===== config.mk =====
export PLATFORM = sky130hd
export DESIGN_NAME = mqtt_publish_packet_framer
export DESIGN_NICKNAME = d
export VERILOG_FILES = /design/src/hdl/mpf_pkg.sv /design/src/hdl/mpf_core.sv /design/src/hdl/mpf_burst.sv /design/src/hdl/mqtt_publish_packet_framer.sv
export SDC_FILE = /design/constraint.sdc
export NUM_CORES = 1
export LEC_CHECK = 0
export BUFFER_PORTS_ARGS = -buffer_cell sky130_fd_sc_hd__buf_2
export CAP_MARGIN = 40
export CORE_AREA = 2 2 198 200
export CTS_BUF_LIST = sky130_fd_sc_hd__clkbuf_2
export CTS_CLUSTER_SIZE = 25
export DETAILED_ROUTE_END_ITERATION = 7
export DIE_AREA = 0 0 200 202
export SLEW_MARGIN = 20
export SYNTH_ARGS = -nofsm -noshare
export SYNTH_HDL_FRONTEND = slang
export SYNTH_SLANG_ARGS = --single-unit

===== constraint.sdc =====
create_clock -name clk -period 8.4 [get_ports clk]
set_input_delay 0.84 -clock clk [delete_from_list [all_inputs] [get_ports clk]]
set_output_delay 0.84 -clock clk [all_outputs]
set_load 0.01 [all_outputs]

===== src/hdl/mpf_pkg.sv =====
// ----------------------------------------------------------------------------
// mpf_pkg
// shared types and constants for the mqtt publish packet framer
// ----------------------------------------------------------------------------
package mpf_pkg;

  localparam int          BYTE_W      = 8;
  localparam int          TLEN_W      = 16;
  localparam int          MLEN_W      = 28;
  localparam int          QOS_W       = 2;
  localparam int          IDENT_W     = 16;
  localparam int          BURST_DEPTH = 9;
  localparam int          CNT_W       = $clog2(BURST_DEPTH + 1);
  localparam int          POS_W       = $clog2(BURST_DEPTH);
  localparam int          VARLEN_BASE = 128;
  localparam int          GRP_W       = $clog2(VARLEN_BASE);
  localparam int          VARLEN_MAXB = 4;
  localparam int          FIXED_W     = TLEN_W + 2;

  localparam logic [BYTE_W-1:0]  PUBLISH_TYPE = 8'h30;
  localparam logic [MLEN_W-1:0]  REMLEN_MAX   = 28'hFFFFFFF;
  localparam logic [QOS_W-1:0]   QOS_TWO      = 2'd2;
  localparam logic [QOS_W-1:0]   QOS_THREE    = 2'd3;

  typedef logic [BYTE_W-1:0] byte_t;

  typedef enum logic [2:0] {
    PH_IDLE    = 3'b001,
    PH_TOPIC   = 3'b010,
    PH_MESSAGE = 3'b100
  } phase_t;

  typedef struct packed {
    phase_t              phase;
    logic [IDENT_W-1:0]  packet_ident;
    logic [TLEN_W-1:0]   topic_left;
    logic [MLEN_W-1:0]   message_left;
    logic                ident_pending;
  } state_t;

  typedef struct packed {
    logic                  start_req;
    logic [TLEN_W-1:0]     topic_len;
    logic [MLEN_W-1:0]     msg_len;
    logic [QOS_W-1:0]      qos;
    logic [BYTE_W-1:0]     data_byte;
  } item_t;

  typedef struct packed {
    byte_t [BURST_DEPTH-1:0] bytes;
    logic  [CNT_W-1:0]       cnt;
    logic                    last;
  } burst_t;

endpackage


===== src/hdl/mpf_core.sv =====
// ----------------------------------------------------------------------------
// mpf_core
// single-pass encoder: one request and the framer state in, byte burst and
// next state out
// ----------------------------------------------------------------------------
module mpf_core
  import mpf_pkg::*;
(
  input  item_t  item,
  input  state_t st,
  output burst_t res,
  output state_t st_nxt
);

  logic [QOS_W-1:0]    qe;
  logic [FIXED_W-1:0]  fixed;
  logic [MLEN_W:0]     sum;
  logic [MLEN_W-1:0]   mlen_eff;
  logic [MLEN_W-1:0]   total;
  logic [2:0]          nv;
  logic [POS_W-1:0]    pos;
  logic                done;
  logic                pend;
  logic [MLEN_W-1:0]   mleft;
  logic [TLEN_W-1:0]   tl_dec;
  logic [MLEN_W-1:0]   ml_dec;

  always_comb begin
    qe       = (item.qos == QOS_THREE) ? QOS_TWO : item.qos;
    fixed    = FIXED_W'(item.topic_len) + FIXED_W'(2) + ((qe != '0) ? FIXED_W'(2) : '0);
    sum      = (MLEN_W+1)'(fixed) + {1'b0, item.msg_len};
    if (sum > {1'b0, REMLEN_MAX}) begin
      mlen_eff = REMLEN_MAX - MLEN_W'(fixed);
      total    = REMLEN_MAX;
    end else begin
      mlen_eff = item.msg_len;
      total    = sum[MLEN_W-1:0];
    end
    if (total >= MLEN_W'(VARLEN_BASE ** 3)) begin
      nv = 3'd4;
    end else if (total >= MLEN_W'(VARLEN_BASE ** 2)) begin
      nv = 3'd3;
    end else if (total >= MLEN_W'(VARLEN_BASE)) begin
      nv = 3'd2;
    end else begin
      nv = 3'd1;
    end
    tl_dec = (st.topic_left != '0) ? st.topic_left - 1'b1 : '0;
    ml_dec = (st.message_left != '0) ? st.message_left - 1'b1 : '0;
  end

  always_comb begin
    res    = '0;
    st_nxt = st;
    pos    = '0;
    done   = 1'b0;
    pend   = st.ident_pending;
    mleft  = st.message_left;
    if (item.start_req) begin
      res.bytes[0] = PUBLISH_TYPE | BYTE_W'({qe, 1'b0});
      for (int k = 0; k < VARLEN_MAXB; k++) begin
        if (3'(k) < nv) begin
          res.bytes[1 + k] = {(3'(k + 1) < nv), total[k*GRP_W +: GRP_W]};
        end
      end
      pos = POS_W'(nv) + POS_W'(1);
      res.bytes[pos] = item.topic_len[15:8];
      res.bytes[pos + POS_W'(1)] = item.topic_len[7:0];
      pos = pos + POS_W'(2);
      st_nxt.phase         = PH_TOPIC;
      st_nxt.topic_left    = item.topic_len;
      st_nxt.message_left  = mlen_eff;
      st_nxt.ident_pending = (qe != '0);
      pend  = (qe != '0);
      mleft = mlen_eff;
      done  = (item.topic_len == '0);
    end else begin
      case (st.phase)
        PH_TOPIC: begin
          res.bytes[0] = item.data_byte;
          pos = POS_W'(1);
          st_nxt.topic_left = tl_dec;
          done = (tl_dec == '0);
        end
        PH_MESSAGE: begin
          res.bytes[0] = item.data_byte;
          pos = POS_W'(1);
          st_nxt.message_left = ml_dec;
          if (ml_dec == '0) begin
            res.last     = 1'b1;
            st_nxt.phase = PH_IDLE;
          end
        end
        default: begin
          pos = '0;
        end
      endcase
    end
    if (done) begin
      if (pend) begin
        res.bytes[pos] = st.packet_ident[15:8];
        res.bytes[pos + POS_W'(1)] = st.packet_ident[7:0];
        pos = pos + POS_W'(2);
        st_nxt.packet_ident  = st.packet_ident + 1'b1;
        st_nxt.ident_pending = 1'b0;
      end
      if (mleft == '0) begin
        res.last     = 1'b1;
        st_nxt.phase = PH_IDLE;
      end else begin
        st_nxt.phase = PH_MESSAGE;
      end
    end
    res.cnt = CNT_W'(pos);
  end

endmodule


===== src/hdl/mpf_burst.sv =====
// ----------------------------------------------------------------------------
// mpf_burst
// result register: holds one burst of bytes and, while the output is not stalled, shifts it out one a cycle
// ----------------------------------------------------------------------------
module mpf_burst
  import mpf_pkg::*;
(
  input  logic       clk,
  input  logic       rst_n,
  input  logic       load,
  input  burst_t     burst,
  output logic       free,
  output logic       out_valid,
  input  logic       out_stall,
  output logic [7:0] out_byte,
  output logic       out_last_byte
);

  byte_t [BURST_DEPTH-1:0] data_r;
  logic  [CNT_W-1:0]       rem_r;
  logic                    last_r;
  logic                    take;

  assign out_valid     = (rem_r != '0);
  assign take          = out_valid && !out_stall;
  assign free          = (rem_r == '0) || ((rem_r == CNT_W'(1)) && take);
  assign out_byte      = data_r[0];
  assign out_last_byte = last_r && (rem_r == CNT_W'(1));

  always_ff @(posedge clk) begin
    if (!rst_n) begin
      rem_r <= '0;
    end else if (load) begin
      rem_r <= burst.cnt;
    end else if (take) begin
      rem_r <= rem_r - 1'b1;
    end
  end

  always_ff @(posedge clk) begin
    if (load) begin
      data_r <= burst.bytes;
      last_r <= burst.last;
    end else if (take) begin
      for (int k = 0; k < BURST_DEPTH - 1; k++) begin
        data_r[k] <= data_r[k + 1];
      end
    end
  end

endmodule


===== src/hdl/mqtt_publish_packet_framer.sv =====
// a request's first byte passes the input register, then the output shift register
// throughput: a one-byte data request is taken every cycle while the output is not stalled
// a start request emits 4 to 9 bytes and holds the input side until the one-byte-wide
// output shift register is sending its last byte
// reset: synchronous, active low; clears the packet state, identifier and both stages
// ----------------------------------------------------------------------------
// mqtt_publish_packet_framer
// frames mqtt publish packets from start and data requests into a byte stream
// ----------------------------------------------------------------------------
module mqtt_publish_packet_framer
  import mpf_pkg::*;
(
  input  logic        clk,
  input  logic        rst_n,
  input  logic        in_valid,
  output logic        in_stall,
  input  logic        in_start_req,
  input  logic [15:0] in_topic_len,
  input  logic [27:0] in_msg_len,
  input  logic [1:0]  in_qos,
  input  logic [7:0]  in_data_byte,
  output logic        out_valid,
  input  logic        out_stall,
  output logic [7:0]  out_byte,
  output logic        out_last_byte
);

  item_t  item_r;
  logic   in_v_r;
  state_t st_r;
  state_t st_nxt;
  burst_t burst;
  logic   free;
  logic   load;
  logic   accept;

  assign load     = in_v_r && free;
  assign in_stall = in_v_r && !free;
  assign accept   = in_valid && !in_stall;

  always_ff @(posedge clk) begin
    if (!rst_n) begin
      in_v_r <= 1'b0;
    end else if (accept) begin
      in_v_r <= 1'b1;
    end else if (load) begin
      in_v_r <= 1'b0;
    end
  end

  always_ff @(posedge clk) begin
    if (accept) begin
      item_r <= '{start_req: in_start_req, topic_len: in_topic_len, msg_len: in_msg_len,
                 qos: in_qos, data_byte: in_data_byte};
    end
  end

  always_ff @(posedge clk) begin
    if (!rst_n) begin
      st_r <= '{phase: PH_IDLE, packet_ident: '0, topic_left: '0, message_left: '0,
               ident_pending: 1'b0};
    end else if (load) begin
      st_r <= st_nxt;
    end
  end

  mpf_core u_core (
    .item   (item_r),
    .st     (st_r),
    .res    (burst),
    .st_nxt (st_nxt)
  );

  mpf_burst u_burst (
    .clk           (clk),
    .rst_n         (rst_n),
    .load          (load),
    .burst         (burst),
    .free          (free),
    .out_valid     (out_valid),
    .out_stall     (out_stall),
    .out_byte      (out_byte),
    .out_last_byte (out_last_byte)
  );

endmodule


==> out/metrics.yaml, run 1 <==
vias: 14923
drt_iter0_markers: 1860
grt_start_max_net_pins: 71
endpoint_kind: "flop"
p_leak_nw: 5.95
power_mw: 4.37
ff2ff_setup_slack_ps: 400
clkLatencyLatePin_ps: 990
critPathMaxFanout: 14
swShare: 0.466
ys.warnings.count: 0
cts_tree: "built"
coreArea_um2: 38300
dpl.hpwl_um: 40400
syn_to_final_growth_pct: 10.5
setup_viol: 0
port_buffers: 69
vias_per_cell: 6.40
routed_wl_um: 56900
crit_required_ps: 9280
grtUsageMet3: 0.0546
ys_ff_latch: 197
dp.cells: 2241
numCtsBuffers: 17
outcome: "complete, no violations"
synth.avg_cell_area_um2: 8.42
timing.fmax_mhz: 125
endpoint: "u_burst.out_byte[7]$_DFFE_PP_"
grt_pass1_vias: 14099
hp-class: "input pin to flop"
reg2regPathDepth: 23
r2r-end: "u_burst.out_byte[7]$_DFFE_PP_"
syn_area_um2: 14800
drc_errors: 0
p_switching_mw: 2.03
grt_antenna_before_repair: 3
busiest_layer: "met2"
clkPwrFrac: 0.115
combPwrFrac: 0.517
layout.nets: 1896
drv_cap: 0
drv_slew: 0
synth.net_count: 1853
grt_util_met2: 0.430
grt-ovfl-total: 0
critPathLaunchType: "flop"
cts_num_sinks: 197
drive_gt1_frac: 0.119
skew_ps: 86.4
track_usage: 0.284
ys_types: 105
cts-root-buf: "clkbuf_2"
ios: 70
period_share: 0.952
startpoint: "item_r[42]$_DFFE_PP_"
fin_crit_ps: 8000
die_h_um: 202
reg2reg_from: "item_r[42]$_DFFE_PP_"
fp-row-count: 72
cts_max_level: 4
grt_util_met1: 0.390
fp.dieW_um: 200
p_int_mw: 2.33
path_clk_slew_ps: 330
worst_pin_slew_ps: 883
grt_pass1_wl_um: 86400
synthCells: 1758
yosysSeqAreaShare: 0.353
synth_edf_count: 128
synth_ff_type: "edfxtp_1"
hold_viol_final: 0
async_flop_share: 0
initial_core_util: 0.387
crit_type: "flop to flop"
crit_arrival_ps: 8880
final_cells: 2333
clockBufferDepth: 2
die-area_um2: 40400
pwr-share-seq: 0.368
wire_per_inst_um: 24.4
peakVddDrop_v: 0.000127
maxSlewHeadroom: 0.411
postRouteAntennaNets: 0
power.density_nw_per_um2: 267
gp_congestion: 0.991
dr.pass1.iters: 6
-- per-stage QoR --
stage	hold WS [ps]	util	worst slack [ps]	instance area (µm²)	TNS, ps
after floorplan	468	-	1550	14800	0
after global placement	500	0.405	465	15500	0
after detailed placement	503	0.406	357	15500	0
after CTS	7.46	0.426	295	16300	0
after global routing	2.86	0.427	-1.43	16400	-1.43
final	94.1	0.427	404	16400	0
-- logic make-up after synthesis --
| logic type | share of synthesized area |
|---|---|
| fa+ha+maj | 0.0309 |
| simple gates | 0.239 |
| xor+xnor | 0.0408 |
| buf+inv | 0.0513 |
| mux | 0.0297 |
| compound gates | 0.255 |
| flops | 0.353 |
| other cells | 0.000253 |
-- state kept, by name, indices dropped and copies added, names as in the netlist --
signal            cells
st_r                 64
u_burst.data_r       64
item_r               55
u_burst.out_byte      8
u_burst.rem_r         4
in_v_r                1
u_burst.last_r        1
-- power groups by stage --
stage	registers (mW)	logic [mW]	clock network (mW)
2_1_floorplan	1.52	1.63	0
3_3_place_gp	1.63	2.15	0
3_5_place_dp	1.62	2.18	0
4_1_cts	1.60	2.21	0.520
5_1_grt	1.63	2.46	0.554
6_report	1.61	2.26	0.503
-- Yosys cell counts, types with 10 or more instances --
library cell    n  share of area
a21boi_0       16         0.0081
a21o_1         12         0.0061
a21oi_1        91          0.031
a221oi_1       11         0.0065
a22oi_1        33          0.017
a311oi_1       10         0.0059
a31oi_1        28          0.012
a32oi_1        10         0.0059
and2_1         33          0.014
and3_1         20         0.0085
and4_1         12         0.0071
buf_2          10         0.0034
buf_4          10         0.0051
clkbuf_1      113          0.029
dfxtp_1        69          0.093
edfxtp_1      128           0.26
ha_1           35          0.030
inv_1          37         0.0094
mux2_2         15          0.011
mux2i_1        27          0.018
nand2_1       182          0.046
nand2b_1       15         0.0063
nand3_1        60          0.020
nand4_1        26          0.011
nor2_1        145          0.037
nor2b_1        26          0.011
nor3_1         50          0.017
nor4_1         33          0.014
o211a_1        14         0.0095
o211ai_1       31          0.016
o21a_1         15         0.0076
o21ai_0       110          0.037
o21ai_1        14         0.0047
o221ai_1       19          0.011
o22ai_1        10         0.0042
o31ai_1        10         0.0051
o32ai_1        15         0.0089
or2_2          12         0.0051
or3_1          16         0.0068
or4_1          12         0.0061
xnor2_1        47          0.028
xor2_1         22          0.013
-- how the worst min path moves through the flow --
stage / from / end / slack (ps) / cells after the start
global route: in_msg_len[26] / item_r[36]$_DFFE_PP_ / 3 / 1
global placement: st_r[16]$_SDFFE_PN0P_ / st_r[16]$_SDFFE_PN0P_ / 500 / 2
floorplan: st_r[16]$_SDFFE_PN0P_ / st_r[16]$_SDFFE_PN0P_ / 470 / 2
detailed placement: st_r[16]$_SDFFE_PN0P_ / st_r[16]$_SDFFE_PN0P_ / 500 / 2
CTS: in_msg_len[26] / item_r[36]$_DFFE_PP_ / 7 / 1
finish: in_msg_len[26] / item_r[36]$_DFFE_PP_ / 90 / 1
-- layout make-up --
class / instances / area [µm²]
flip-flops and latches: 197 / 5230
multi-input cells: 1375 / 8850
clock buffers: 18 / 90.1
well taps: 518 / 648
inverters: 40 / 150
repair buffers: 170 / 1250
clock inverters: 14 / 144
fillers: 3836 / 21900
diodes: 1 / 2.50
-- cell usage in the layout, fill, tap and decap left out, types with 27 or more instances in the layout --
| master | n |
|---|---|
| nand2_1 | 181 |
| nor2_1 | 145 |
| edfxtp_1 | 128 |
| o21ai_0 | 110 |
| a21oi_1 | 90 |
| buf_2 | 70 |
| dfxtp_1 | 69 |
| nand3_1 | 60 |
| dlygate4sd3_1 | 53 |
| nor3_1 | 50 |
| xnor2_1 | 47 |
| buf_4 | 44 |
| inv_1 | 36 |
| ha_1 | 35 |
| and2_1 | 33 |
| a22oi_1 | 33 |
| nor4_1 | 33 |
| o211ai_1 | 31 |
| a31oi_1 | 28 |
| mux2i_1 | 27 |
-- layer usage --
| layer | wire, µm | part of all wire |
|---|---|---|
| met5 | 33 | 0.00058 |
| met4 | 2570 | 0.045 |
| met3 | 5230 | 0.092 |
| met2 | 25300 | 0.44 |
| met1 | 23800 | 0.42 |
-- worst max-delay path, stage by stage, from the launching register on --
cell       delay [ps]
edfxtp_1          880
and4_1            470
nand4_1           160
xor2_1            220
nor4_1            680
o21ai_0           240
xnor2_1           170
ha_1              460
and4_1            300
nor3b_1           300
o211ai_1          180
and3_1            250
xnor2_1           170
nor4_1            330
and4bb_2          510
a21oi_1           230
ha_1              370
buf_4             210
nand2b_1          390
a2111oi_1         760
buf_4             260
a221oi_1           90
o21ai_0           130
o22a_1            140
-- repair_timing --
action | 4_1_cts | 5_1_grt
hold buffers | 53 | 0
endpoints found under the hold margin | 53 | 0
setup endpoints to repair | 0 | 20
resized for setup | 0 | 2
buffers inserted | 0 | 3
Power figures use the tool's default switching activity.
==> run 2: changes to the inputs <==
--- a/config.mk
+++ b/config.mk
@@ -7,12 +7,14 @@
 export LEC_CHECK = 0
 export BUFFER_PORTS_ARGS = -buffer_cell sky130_fd_sc_hd__buf_2
 export CAP_MARGIN = 40
-export CORE_AREA = 2 2 198 200
+export CORE_AREA = 2 2 197 199
 export CTS_BUF_LIST = sky130_fd_sc_hd__clkbuf_2
+export CTS_CLUSTER_DIAMETER = 100
 export CTS_CLUSTER_SIZE = 25
 export DETAILED_ROUTE_END_ITERATION = 7
-export DIE_AREA = 0 0 200 202
+export DIE_AREA = 0 0 199 201
 export SLEW_MARGIN = 20
 export SYNTH_ARGS = -nofsm -noshare
 export SYNTH_HDL_FRONTEND = slang
+export SYNTH_HIERARCHICAL = 1
 export SYNTH_SLANG_ARGS = --single-unit
==> out/metrics.yaml, run 2 <==
outcome: "complete, no violations"
drt_iter0_markers: 1927
vias: 13966
synth_top_area_frac: 0.262
ios: 70
synth.avg_cell_area_um2: 8.60
timing.fmax_mhz: 127
reg2reg_from: "item_r[39]$_DFFE_PP_"
maxSlewHeadroom: 0.418
final_cells: 2274
clockBufferDepth: 2
final.setup.tns_ps: 0
postRouteAntennaNets: 0
layout.nets: 1831
synth.net_count: 1795
syn_to_final_growth_pct: 10.3
critPathSlowestCell: "edfxtp_1"
grt_pass1_vias: 12992
die_h_um: 201
peakVddDrop_v: 0.000200
hold_depth: 2
cts-root-buf: "clkbuf_2"
async_flop_share: 0
critPathMaxFanout: 10
synthCells: 1705
grt_start_max_net_pins: 83
path_buf_inv: 7
port_buffers: 69
syn_area_um2: 14700
reg_top3: "st_r x64, u_burst/data_r x64, item_r x55"
skew_ps: 73.2
post_cts_buffers: 0
drv_slew: 0
rsz0062_at_grt: "false"
path_clk_slew_ps: 380
synth.most_common_cell: "nand2_1"
hp-start: "out_stall"
worst_pin_slew_ps: 865
gp_congestion: 1.01
hp-class: "input pin to flop"
power.density_nw_per_um2: 258
drv_cap: 0
final_common_cell: "nand2_1"
wire_per_inst_um: 22.7
fp-row-count: 72
synth_top_cell_by_area: "edfxtp_1"
grt-ovfl-total: 0
grt_pass1_wl_um: 79000
numCtsBuffers: 17
r2r-end: "u_burst/data_r[36]$_DFFE_PP_"
reg2regPathDepth: 32
fin_util: 0.424
synth_area_leaders: "edfxtp_1, dfxtp_1, nand2_1"
fp.dieW_um: 199
max_stage_delay_ps: 720
synth_common_cells: "nand2_1, edfxtp_1, nor2_1, o21ai_0, a21oi_1"
ys_types: 103
vias_per_cell: 6.14
ys.warnings.count: 6
crit_arrival_ps: 8720
track_usage: 0.258
ys_ff_latch: 197
initial_core_util: 0.385
final_cell_mix: "nand2_1, edfxtp_1, nor2_1"
routed_wl_um: 51700
critPathLaunchType: "flop"
dpl.hpwl_um: 36000
setup_viol: 0
whs_endpoint: "u_burst/rem_r[1]$_SDFFE_PN0P_"
grt_antenna_before_repair: 2
ff2ff_setup_slack_ps: 520
coreArea_um2: 38100
cts_tree: "built"
fin_crit_ps: 7880
crit_required_ps: 9240
drive_gt1_frac: 0.135
crit_type: "flop to flop"
hold_viol_final: 0
dr.pass1.iters: 6
p_leak_nw: 5.79
synth_ff_type: "edfxtp_1"
path_common_cell: "inv_1"
die-area_um2: 40000
drc_errors: 0
period_share: 0.938
clkLatencyLatePin_ps: 960
dp.cells: 2177
endpoint_kind: "flop"
cts_max_level: 4
cts_num_sinks: 197
yosysSeqAreaShare: 0.356
synth_edf_count: 128
critPathTopFamily: "simple AND/OR/NAND/NOR gates"
-- run 2: kinds of logic (layout without fill, tap and decap cells) --
| family | count (synthesis) | after routing | share of synthesized area |
|---|---|---|---|
| flops | 197 | 197 | 0.356 |
| other cells | 0 | 2 | 0 |
| compound gates | 500 | 500 | 0.230 |
| simple gates | 643 | 643 | 0.224 |
| xor+xnor | 60 | 60 | 0.0364 |
| fa+ha+maj | 31 | 31 | 0.0270 |
| buf+inv | 195 | 244 | 0.0669 |
| mux | 79 | 79 | 0.0596 |
-- run 2: timing repair --
| action | CTS | global route |
|---|---|---|
| gates resized for setup | 0 | 0 |
| hold buffers | 56 | 0 |
| hold endpoints to repair | 56 | 0 |
-- run 2: worst reg2reg max path, delay by kind of cell (launching register included) --
kind | cells | cell delay [ps]
simple gates | 12 | 2660
compound gates | 6 | 1650
fa+ha+maj | 5 | 1620
buf+inv | 7 | 770
flops | 1 | 720
xor+xnor | 1 | 190
mux | 1 | 170
-- run 2: worst max-delay path by stage --
stage / startpoint / endpoint / slack [ps] / depth (start not counted)
3_3_place_gp: item_r[39]$_DFFE_PP_ / u_burst/data_r[36]$_DFFE_PP_ / 1070 / 32
5_1_grt: item_r[39]$_DFFE_PP_ / u_burst/data_r[36]$_DFFE_PP_ / 20 / 32
6_report: item_r[39]$_DFFE_PP_ / u_burst/data_r[36]$_DFFE_PP_ / 520 / 32
2_1_floorplan: item_r[39]$_DFFE_PP_ / u_burst/data_r[36]$_DFFE_PP_ / 1620 / 34
4_1_cts: item_r[39]$_DFFE_PP_ / u_burst/data_r[34]$_DFFE_PP_ / 670 / 32
3_5_place_dp: item_r[39]$_DFFE_PP_ / u_burst/data_r[36]$_DFFE_PP_ / 820 / 32
-- run 2: power by group --
| group | leakage (nW) | switching (mW) | total, mW | internal (mW) |
|---|---|---|---|---|
| Clock | 0.166 | 0.409 | 0.547 | 0.138 |
| Sequential | 1.80 | 0.177 | 1.58 | 1.41 |
| Combinational | 3.83 | 1.33 | 2.05 | 0.720 |
| Total | 5.79 | 1.91 | 4.18 | 2.26 |
-- run 2: area by class of cell --
type	count	area (µm²)
fill	3808	21900
timing repair buffer	172	1370
clock buffer	17	85.1
clock inverter	15	200
antenna	2	5.00
sequential	197	5230
inverter	40	150
multi-input combinational	1313	8480
tap	518	648
-- run 2: per-layer routing --
layer  vias to the layer above  wire [µm]  global-route usage
met5                         -          0                   0
met4                         0       1640              0.0925
met3                        87       3870              0.0432
met2                       609      22700               0.390
met1                      6795      23500               0.370
li1                       6475          -                   -
-- run 2: metrics by stage --
| step | setup slack (ps) | hold slack (ps) | total power, mW | instance area, µm² |
|---|---|---|---|---|
| 3_5_place_dp | 823 | 479 | 3.56 | 15200 |
| 3_3_place_gp | 1070 | 458 | 3.53 | 15100 |
| 4_1_cts | 672 | 31.0 | 4.14 | 16000 |
| 6_report | 519 | 162 | 4.18 | 16200 |
| 5_1_grt | 16.5 | 80.1 | 4.45 | 16200 |
| 2_1_floorplan | 1620 | 427 | 3.05 | 14700 |
==> run 3: changes to the inputs <==
--- a/config.mk
+++ b/config.mk
@@ -7,12 +7,12 @@
 export LEC_CHECK = 0
 export BUFFER_PORTS_ARGS = -buffer_cell sky130_fd_sc_hd__buf_2
 export CAP_MARGIN = 40
-export CORE_AREA = 2 2 197 199
+export CORE_AREA = 5 5 200 202
 export CTS_BUF_LIST = sky130_fd_sc_hd__clkbuf_2
 export CTS_CLUSTER_DIAMETER = 100
 export CTS_CLUSTER_SIZE = 25
 export DETAILED_ROUTE_END_ITERATION = 7
-export DIE_AREA = 0 0 199 201
+export DIE_AREA = 0 0 205 207
 export SLEW_MARGIN = 20
 export SYNTH_ARGS = -nofsm -noshare
 export SYNTH_HDL_FRONTEND = slang
==> out/metrics.yaml, run 3 (same netlist as run 2, synthesis figures left out) <==
outcome: "complete, no violations"
grt_pass1_vias: 13212
pwr-share-seq: 0.381
crit_arrival_ps: 8510
swShare: 0.462
crit_type: "flop to flop"
postRouteAntennaNets: 0
drv_cap: 0
stdcell_area_um2: 15900
reg2regPathDepth: 32
p_leak_nw: 5.65
ios: 70
port_buffers: 69
layout.nets: 1807
fillers: 3837
drv_slew: 0
cts_num_sinks: 197
cts_max_level: 4
grt_antenna_before_repair: 3
vias: 13966
endpoint_kind: "flop"
cts_tree: "built"
grt-ovfl-total: 0
dpl_cell_area_um2: 15100
power.density_nw_per_um2: 262
skew_ps: 88.5
critPathMaxFanout: 10
path_common_cell: "inv_1"
numCtsBuffers: 17
critPathLaunchType: "flop"
p_switching_mw: 1.92
period_share: 0.927
vias_per_cell: 6.21
gp_congestion: 0.994
power_mw: 4.16
final-seq-area_um2: 5230
worst_pin_slew_ps: 893
cts-root-buf: "clkbuf_2"
combPwrFrac: 0.488
fp-row-count: 72
final_cell_mix: "nand2_1, edfxtp_1, nor2_1"
critPathSlowestCell: "edfxtp_1"
reg_top3: "st_r x64, u_burst/data_r x64, item_r x55"
p_int_mw: 2.24
peakVddDrop_v: 0.000173
rsz0062_at_grt: "false"
hp-class: "input pin to flop"
clkLatencyLatePin_ps: 950
grt_start_max_net_pins: 75
clkPwrFrac: 0.132
syn_to_final_growth_pct: 8.20
max_stage_delay_ps: 610
drt_iter0_markers: 1701
clockBufferDepth: 2
multiInputGateArea_um2: 8490
final.setup.tns_ps: 0
dpl.hpwl_um: 36600
maxSlewHeadroom: 0.405
critPathTopFamily: "simple AND/OR/NAND/NOR gates"
track_usage: 0.240
wire_per_inst_um: 23.3
coreArea_um2: 38100
crit_required_ps: 9130
hold_viol_final: 0
drc_errors: 0
drive_gt1_frac: 0.134
hold_depth: 1
fp.dieW_um: 205
path_buf_inv: 6
fin_crit_ps: 7780
final_common_cell: "nand2_1"
cp_num_cells: 32
grt_pass1_wl_um: 80100
die-area_um2: 42400
die_h_um: 207
dr.pass1.iters: 8
setup_viol: 0
timing.fmax_mhz: 128
post_cts_buffers: 0
initial_core_util: 0.385
routed_wl_um: 52400
path_clk_slew_ps: 350
run 3: cell types whose count changed in the layout (fill, tap and decap cells not counted), sizes merged:
| cell | delta |
|---|---|
| buf | -5 |
| clkbuf | -1 |
| clkinv | +3 |
| dlygate4sd3 | -18 |
| inv | -3 |
run 3: area by class of cell:
cell class | count | share of cell area
Inverter | 40 | 0.00946
Tap cell | 518 | 0.0409
Timing Repair Buffer | 148 | 0.0667
Sequential cell | 197 | 0.329
Antenna cell | 2 | 0.000315
Multi-Input combinational cell | 1313 | 0.535
Clock inverter | 15 | 0.0130
Clock buffer | 17 | 0.00536
run 3: stage by stage:
stage / instances / hold slack [ps] / setup WS (ps) / utilization
global placement: 2173 / 462 / 1110 / 0.397
finish: 2250 / 77.0 / 616 / 0.416
floorplan: 1705 / 427 / 1620 / -
detailed placement: 2176 / 469 / 747 / 0.397
global route: 2249 / 11.9 / 105 / 0.416
CTS: 2238 / 3.96 / 661 / 0.413
run 3: final timing paths:
path                              from                            end  slack (ps)
setup / recovery  item_r[39]$_DFFE_PP_  u_burst/out_byte[2]$_DFFE_PP_         620
hold / removal          in_msg_len[12]           item_r[22]$_DFFE_PP_          80
setup reg to reg  item_r[39]$_DFFE_PP_  u_burst/out_byte[2]$_DFFE_PP_         620
hold reg to reg   st_r[0]$_SDFFE_PN0P_           st_r[0]$_SDFFE_PN0P_         490
run 3: repair_timing:
item,in CTS,in global routing
endpoints found under the hold margin,30,8
hold buffers,30,8
endpoints found under the setup margin,0,10
resized for setup,0,1
run 3: per-layer routing:
metal,routed length [µm],GRT usage,up-vias,share of wire
met4,1680,0.0875,2,0.032
met5,12,0,-,0.00023
met3,4390,0.0449,97,0.084
met1,23500,0.344,6774,0.45
li1,-,-,6426,-
met2,22800,0.361,667,0.44
run 3: power by group through the flow:
stage	sequential, mW	clock (mW)	combinational (mW)
after detailed placement	1.61	0	1.95
after global routing	1.61	0.607	2.18
after floorplan	1.55	0	1.50
after global placement	1.61	0	1.94
after CTS	1.59	0.569	1.97
final	1.58	0.548	2.03
run 3: worst register-to-register path: cells and delay by family (launching register included):
| family | cells | cell delay, ps |
|---|---|---|
| adders and majority gates | 5 | 1720 |
| muxes | 1 | 330 |
| xor gates and xnor gates | 1 | 200 |
| DFF | 1 | 610 |
| AOI/OAI and AO/OA | 6 | 1350 |
| and+or+nand+nor | 13 | 2640 |
| buffers and inverters | 6 | 760 |
